### src/rtl/wtre_pkg.sv
// Shared types and constants of the transfer rate and ETA estimator.
// Depends on nothing; every module of the block but wtre_div uses it.
package wtre_pkg;

  localparam int unsigned OFS_W  = 40;
  localparam int unsigned TIME_W = 48;
  localparam int unsigned KEY_W  = 64;
  localparam int unsigned WIN_W  = 16;
  localparam int unsigned PROG_W = 10;
  localparam int unsigned CFG_IDX_W = 1;

  localparam logic [CFG_IDX_W-1:0] REG_TRANSFER_KEY = 1'b0;
  localparam logic [CFG_IDX_W-1:0] REG_WINDOW_MS    = 1'b1;

  localparam logic OP_UPDATE  = 1'b0;
  localparam logic OP_RESTART = 1'b1;

  localparam logic [WIN_W-1:0] WINDOW_RESET = 16'd1000;
  localparam logic [9:0] PERMILLE = 10'd1000;

  typedef struct packed {
    logic              opcode;
    logic [KEY_W-1:0]  key;
    logic [OFS_W-1:0]  offset;
    logic [OFS_W-1:0]  length;
    logic [TIME_W-1:0] time_ms;
  } in_item_t;

  typedef struct packed {
    logic              rate_valid;
    logic [OFS_W-1:0]  bytes_per_sec;
    logic [OFS_W-1:0]  eta_seconds;
    logic [PROG_W-1:0] progress_permille;
  } out_item_t;

  // Divider operation selected by the controller.
  typedef enum logic [1:0] {
    DIV_RATE = 2'd0,
    DIV_ETA  = 2'd1,
    DIV_PROG = 2'd2
  } div_sel_t;

  typedef struct packed {
    logic     load;      // capture input item
    logic     clr_start; // begin clearing pass
    logic     clr_step;  // clear one entry
    logic     store;     // write record at head
    logic     scan_rd;   // issue history read at scan index
    logic     scan_eval; // test read data against window
    logic     div_start;
    div_sel_t div_sel;
    logic     div_take;  // capture divider result
    logic     out_load;
  } ctl_cmd_t;

  typedef struct packed {
    logic key_match;
    logic opcode_restart;
    logic clr_done;
    logic scan_hit;   // current record qualifies
    logic scan_last;  // scan index reached last candidate
    logic div_busy;
    logic rate_zero;
    logic eta_skip;
    logic prog_skip;
  } ctl_status_t;

endpackage

### src/rtl/wtre_ctrl.sv
// Controller state machine sequencing clear, store, scan and the three divisions.
// Depends on wtre_pkg.
module wtre_ctrl (
  input  logic                  clk,
  input  logic                  rst,
  input  logic                  in_valid,
  output logic                  in_ready,
  output logic                  out_valid,
  input  logic                  out_ready,
  input  wtre_pkg::ctl_status_t status,
  output wtre_pkg::ctl_cmd_t    cmd
);

  typedef enum logic [10:0] {
    S_IDLE   = 11'b00000000001,
    S_CLEAR  = 11'b00000000010,
    S_STORE  = 11'b00000000100,
    S_READ   = 11'b00000001000,
    S_EVAL   = 11'b00000010000,
    S_RATE   = 11'b00000100000,
    S_ETA    = 11'b00001000000,
    S_PROG   = 11'b00010000000,
    S_DWAIT  = 11'b00100000000,
    S_OUT    = 11'b01000000000,
    S_HOLD   = 11'b10000000000
  } state_t;

  state_t state, state_next;
  wtre_pkg::div_sel_t sel, sel_next;
  logic accept;

  assign in_ready  = (state == S_IDLE) || (state == S_HOLD && out_ready);
  assign accept    = in_valid && in_ready;
  assign out_valid = (state == S_HOLD);

  always_ff @(posedge clk) begin
    if (rst) begin
      state <= S_CLEAR;
      sel   <= wtre_pkg::DIV_RATE;
    end else begin
      state <= state_next;
      sel   <= sel_next;
    end
  end

  always_comb begin
    state_next = state;
    sel_next   = sel;
    cmd        = '0;
    cmd.div_sel = sel;
    if (rst) begin
      cmd.clr_start = 1'b1;
    end
    case (state)
      S_IDLE, S_HOLD: begin
        if (state == S_HOLD && out_ready) begin
          state_next = S_IDLE;
        end
        if (accept) begin
          cmd.load = 1'b1;
          if (status.opcode_restart) begin
            cmd.clr_start = 1'b1;
            state_next = S_CLEAR;
          end else if (status.key_match) begin
            state_next = S_STORE;
          end else begin
            state_next = S_IDLE;
          end
        end
      end
      S_CLEAR: begin
        cmd.clr_step = 1'b1;
        if (status.clr_done) begin
          state_next = S_IDLE;
        end
      end
      S_STORE: begin
        cmd.store  = 1'b1;
        state_next = S_READ;
      end
      S_READ: begin
        cmd.scan_rd = 1'b1;
        state_next  = S_EVAL;
      end
      S_EVAL: begin
        cmd.scan_eval = 1'b1;
        if (status.scan_hit || status.scan_last) begin
          state_next = S_RATE;
        end else begin
          state_next = S_READ;
        end
      end
      S_RATE: begin
        sel_next = wtre_pkg::DIV_RATE;
        cmd.div_sel = wtre_pkg::DIV_RATE;
        if (status.rate_zero) begin
          state_next = S_ETA;
        end else begin
          cmd.div_start = 1'b1;
          state_next = S_DWAIT;
        end
      end
      S_ETA: begin
        sel_next = wtre_pkg::DIV_ETA;
        cmd.div_sel = wtre_pkg::DIV_ETA;
        if (status.eta_skip) begin
          state_next = S_PROG;
        end else begin
          cmd.div_start = 1'b1;
          state_next = S_DWAIT;
        end
      end
      S_PROG: begin
        sel_next = wtre_pkg::DIV_PROG;
        cmd.div_sel = wtre_pkg::DIV_PROG;
        if (status.prog_skip) begin
          state_next = S_OUT;
        end else begin
          cmd.div_start = 1'b1;
          state_next = S_DWAIT;
        end
      end
      S_DWAIT: begin
        if (!status.div_busy) begin
          cmd.div_take = 1'b1;
          case (sel)
            wtre_pkg::DIV_RATE: state_next = S_ETA;
            wtre_pkg::DIV_ETA:  state_next = S_PROG;
            default:            state_next = S_OUT;
          endcase
        end
      end
      S_OUT: begin
        cmd.out_load = 1'b1;
        state_next = S_HOLD;
      end
      default: state_next = S_IDLE;
    endcase
  end

  a_hold_stable: assert property (@(posedge clk) disable iff (rst)
    (out_valid && !out_ready) |=> out_valid)
    else $error("result dropped while stalled");
  a_no_accept_busy: assert property (@(posedge clk) disable iff (rst)
    (state == S_CLEAR) |-> !in_ready)
    else $error("input taken during clearing pass");
  a_single_div: assert property (@(posedge clk) disable iff (rst)
    cmd.div_start |-> !status.div_busy)
    else $error("divider started while busy");

endmodule

### config.mk
export PLATFORM = sky130hd
export DESIGN_NAME = wtre_ctrl
export DESIGN_NICKNAME = d
export VERILOG_FILES = /design/src/rtl/wtre_pkg.sv /design/src/rtl/wtre_ctrl.sv
export SDC_FILE = /design/constraint.sdc
export NUM_CORES = 1
export LEC_CHECK = 0
export BUFFER_PORTS_ARGS = -buffer_cell sky130_fd_sc_hd__buf_4
export CAP_MARGIN = 20
export CORE_MARGIN = 2
export CORE_UTILIZATION = 42
export CTS_CLUSTER_DIAMETER = 200
export DETAILED_ROUTE_END_ITERATION = 8
export GPL_ROUTABILITY_DRIVEN = 0
export PLACE_DENSITY = 0.65
export SLEW_MARGIN = 20
export SYNTH_ARGS = -nofsm -noshare
export SYNTH_HDL_FRONTEND = slang
export SYNTH_SLANG_ARGS = --single-unit
### constraint.sdc
create_clock -name clk -period 4 [get_ports clk]
set_input_delay 0.6 -clock clk [delete_from_list [all_inputs] [get_ports clk]]
set_output_delay 0.6 -clock clk [all_outputs]
set_load 0.05 [all_outputs]
Word level (Yosys, flattened, before mapping)

Index checks and enable logic that the tools add are counted.

Equality and inequality tests: 15
Multiplexer cells: 28
Reductions and logical operators: 8

Operator list:

| kind                                                                     | count |
|---|---|
| 11-bit one-hot mux with 10 select lines                                  | 1 |
| 11-bit two-way mux                                                       | 5 |
| 10-bit one-hot mux with 2 select lines                                   | 1 |
| 9-bit two-way mux                                                        | 2 |
| 1-bit two-way mux                                                        | 12 |
| 11-bit by 1-bit equality test with 1-bit output (second input constant)  | 1 |
| 11-bit by 10-bit equality test with 1-bit output (second input constant) | 1 |
| 11-bit equality test (second input constant)                             | 1 |
| 11-bit by 2-bit equality test with 1-bit output (second input constant)  | 1 |
| 11-bit by 3-bit equality test with 1-bit output (second input constant)  | 1 |
| 11-bit by 4-bit equality test with 1-bit output (second input constant)  | 1 |
| 11-bit by 5-bit equality test with 1-bit output (second input constant)  | 1 |
| 11-bit by 6-bit equality test with 1-bit output (second input constant)  | 1 |
| 11-bit by 7-bit equality test with 1-bit output (second input constant)  | 1 |
| 11-bit by 8-bit equality test with 1-bit output (second input constant)  | 1 |
| 11-bit by 9-bit equality test with 1-bit output (second input constant)  | 1 |
| 10-bit two-way mux                                                       | 1 |
| 3-bit one-hot mux with 3 select lines                                    | 1 |
| 6-bit two-way mux                                                        | 1 |
| 2-bit one-hot mux with 3 select lines                                    | 1 |
| 2-bit two-way mux                                                        | 2 |
| 2-bit inequality test (second input constant)                            | 2 |
| 3-bit two-way mux                                                        | 1 |
| 3-bit inequality test (second input constant)                            | 1 |
| 7 further kinds                                                          | 9 |

Register bits after elaboration: 13
Bits of input ports: 13
Output and inout port bits: 13
Logic and storage cells: 53

Depth between registers and ports, before layout

Word-level depth: 6
Gate-level depth with buffers: 6
Gate-level depth less buffers: 5

Worst setup path after synthesis

No wires, ideal clock.

Path kind: register to output
Start: register state[4]
End: output port cmd[7] (netlist bit)
Arrival: 2644 ps
Data required time: 3400 ps
Path slack: 756 ps
Cell stages (with the launch flop): 4
Path buffers: 0
Cell sequence: dfxtp_1 -> nor4_4 -> nand3_1 -> nor4b_1

RTL lines:

| what                   | line            | text |
|---|---|---|
| start, declared        | wtre_ctrl.sv:28 | `state_t state, state_next;` |
| start signal, assigned | wtre_ctrl.sv:41 | `state <= state_next;` |
| end, declared          | wtre_ctrl.sv:11 | `output wtre_pkg::ctl_cmd_t cmd` |

==> metrics.txt <==
status=finished clean; Slew HR=63.9%; Post-CTS Setup Inserts=0; clock buffer count from CTS=3; Worst Tran Pin Value=between 500 and 600 ps; final hold violation count=0; Post-CTS Hold Buffers=0; fin nets=roughly 160; clock latency on the worst-skew pair=between 200 and 300 ps; pin count of the biggest net entering global routing=16; share of layout cells above drive strength 1=a little under a quarter; Setup violations, final=0; EDFF count, synth=0; H-tree depth=1; Post-synth ARST share=0%; data arrival time of the critical path=2150 ps; ant diodes=0; VDD IR max=~0.00014 V; I/O pins=26; multi-input logic area=between 600 and 700 sq um; Syn. warnings=0; mapped cell area=995 sq um; Vias/cell=roughly 6; critical path class=flip-flop to primary output; hold path depth=2; Worst Reg2Reg Path Length in Cells=5; Root Buffer=clkbuf_4; simple-gate share of the synthesized area=a little under half; sequential area share after synthesis=a little over a quarter; clk sinks=13; DRT Wirelength=about 2600 microns; die width=approximately 53 microns; LEAKAGE=0.536 nW; Area growth syn-to-layout=21.5%; vias in the first global route=between 1,000 and 1,500; vias=~1,100; Pins Over Slew Limit=0; Synth Area in XOR/XNOR=under 10%; synth unique cells=43; Synth Area in Compound Gates=between 15 and 20%; RR Endpoint=state[0]$_SDFFE_PP0P_; Tot GR Track Use=a little over a fifth; CTS clock-pin slew for the worst setup and hold paths=around 80 ps; post-synthesis mux area share=0%; Overflow after GRT=0; ys flop type=dfxtp_1; startpoint type of the worst setup path=flip-flop; critical path launch point=state[0]$_SDFFE_PP0P_; max frequency=about 0.36 GHz; Die ar.=2770 sq um; DR iter-0 viols=25; Syn Inst Count=between 100 and 150; Sum Neg Setup Slack=0 ps; # rows=17; Residual DRC=0; Setup crit end=cmd[2]; CP required=between 3000 and 4000 ps; die span in y=about 53 microns; Max Fanout on Critical Path=12; Worst R2R Setup Slack=2070 ps; Initial Util=about 45%; core area=between 2000 and 2500 sq um; worst hold slack=between 500 and 600 ps; Tcrit/Tclk final=about 69%; placed wire-length estimate=~2000 microns; CTS tree=built; post-synth net total=~140; clock buffer depth=2; register bit total from synthesis=13; CP Capture Type=primary output; drt pass-1 iters=5; Filler cells=approximately 240; RR Startpoint=state[4]$_SDFFE_PP0P_; drt wl/cell=about 15 microns; first-pass GRT wire length=approximately 4500 microns; min Tclk post-route=around 2800 ps; max cap viols=0; Max Clock Skew=4.13 ps; RSZ-0062 raised after global routing=false; Adder-Cell Fraction of Synth Area=0%; Sequential Area=approximately 260 sq um; largest family of logic cells by synthesized area=simple AND/OR/NAND/NOR gates; post-cts sizing count=0; antenna violations before repair=0; PD cells=238 nW/um^2; Port Buffers=25; worst hold path class=primary input to flip-flop; Mapped Avg Cell Area=7.77 sq um; final antenna-violating net count=0
-- cell type report --
class	instances	share of cell area [%]
clock buffers	4	2.17
inverters	5	1.55
multi-input cells	103	56.3
flip-flops and latches	13	21.5
well taps	28	2.90
repair buffers	25	15.5
-- flip-flops by register name, summed over array words and instances (netlist names) --
name   cells
sel        2
state     11
-- logic make-up after synthesis --
family,Yosys count
AND/OR/NAND/NOR,75
flip-flops,13
buffers and inverters,12
AO/OA/AOI/OAI,25
XOR/XNOR,3
-- synthesized netlist by cell type (2+ instances only) --
| library cell | count | area, sq um |
|---|---|---|
| a21oi_1 | 8 | 40.0 |
| nor2_1 | 13 | 48.8 |
| a21o_1 | 2 | 15.0 |
| a41oi_1 | 2 | 17.5 |
| nand4_1 | 5 | 31.3 |
| nor4_1 | 3 | 18.8 |
| nor3_1 | 8 | 40.0 |
| nor4b_1 | 5 | 43.8 |
| nor3b_1 | 4 | 30.0 |
| nand2_1 | 7 | 26.3 |
| nor2b_1 | 6 | 37.5 |
| nand3_1 | 4 | 20.0 |
| xor2_1 | 2 | 17.5 |
| and2_1 | 3 | 18.8 |
| clkbuf_1 | 3 | 11.3 |
| nand2b_1 | 3 | 18.8 |
| dfxtp_1 | 13 | 260 |
| o21ai_0 | 5 | 25.0 |
| inv_1 | 5 | 18.8 |
| buf_1 | 2 | 7.51 |
| and3_1 | 3 | 18.8 |
-- layout by cell type (no fill, tap or decap), types with 2 or more instances in the layout --
| cell | synthesis | final |
|---|---|---|
| nor2_1 | 13 | 13 |
| nor3_1 | 8 | 8 |
| o21ai_0 | 5 | 5 |
| and2_1 | 3 | 3 |
| nor4_1 | 3 | 3 |
| a41oi_1 | 2 | 2 |
| inv_1 | 5 | 5 |
| clkbuf_4 | 0 | 3 |
| xor2_1 | 2 | 2 |
| nand2b_1 | 3 | 3 |
| and3_1 | 3 | 3 |
| buf_4 | 0 | 25 |
| a21o_1 | 2 | 2 |
| nor2b_1 | 6 | 6 |
| nand4_1 | 5 | 5 |
| nand3_1 | 4 | 4 |
| nor4b_1 | 5 | 5 |
| nand2_1 | 7 | 7 |
| dfxtp_1 | 13 | 13 |
| nor3b_1 | 4 | 4 |
| a21oi_1 | 8 | 8 |
-- power breakdown --
group,internal (mW),switching [mW],total (mW)
Combinational,0.0280,0.0378,0.0658
Clock,0.0387,0.0449,0.0835
Sequential,0.132,0.00611,0.138
Total,0.198,0.0888,0.287
-- worst min path at each step --
| stage | startpoint | to | slack, ps |
|---|---|---|---|
| 2_1_floorplan | sel[0]$_SDFFE_PP0N_ | sel[0]$_SDFFE_PP0N_ | 470 |
| 3_3_place_gp | sel[0]$_SDFFE_PP0N_ | sel[0]$_SDFFE_PP0N_ | 510 |
| 6_report | rst | sel[0]$_SDFFE_PP0N_ | 510 |
| 5_1_grt | rst | state[10]$_SDFFE_PP0P_ | 510 |
| 3_5_place_dp | sel[0]$_SDFFE_PP0N_ | sel[0]$_SDFFE_PP0N_ | 520 |
| 4_1_cts | rst | sel[0]$_SDFFE_PP0N_ | 520 |
-- per-stage QoR --
stage | cells | cell area, sq um | setup slack [ps] | util, % | total power, mW
6_report | 178 | 1210 | 1250 | 54.1 | 0.287
5_1_grt | 178 | 1210 | 1060 | 54.1 | 0.304
4_1_cts | 178 | 1210 | 1220 | 54.1 | 0.288
3_5_place_dp | 174 | 1180 | 1540 | 52.9 | 0.206
3_3_place_gp | 174 | 1180 | 1510 | 52.9 | 0.206
2_1_floorplan | 128 | 995 | 756 | - | 0.182
-- critical path: stages, from the launching register on --
cell and delay (ps):
dfxtp_1 420, or4_4 590, nor4_1 430, nand2_1 100
nand2_1 100, nand2_1 50, buf_4 180
-- per-layer routing --
| metal | share of wire (%) | track usage, % |
|---|---|---|
| met5 | 0 | 0 |
| met4 | 1.8 | 9.83 |
| met3 | 6.8 | 3.43 |
| met2 | 48 | 37.7 |
| met1 | 43 | 25.9 |
Note: power is estimated with default switching activity, not from simulation.
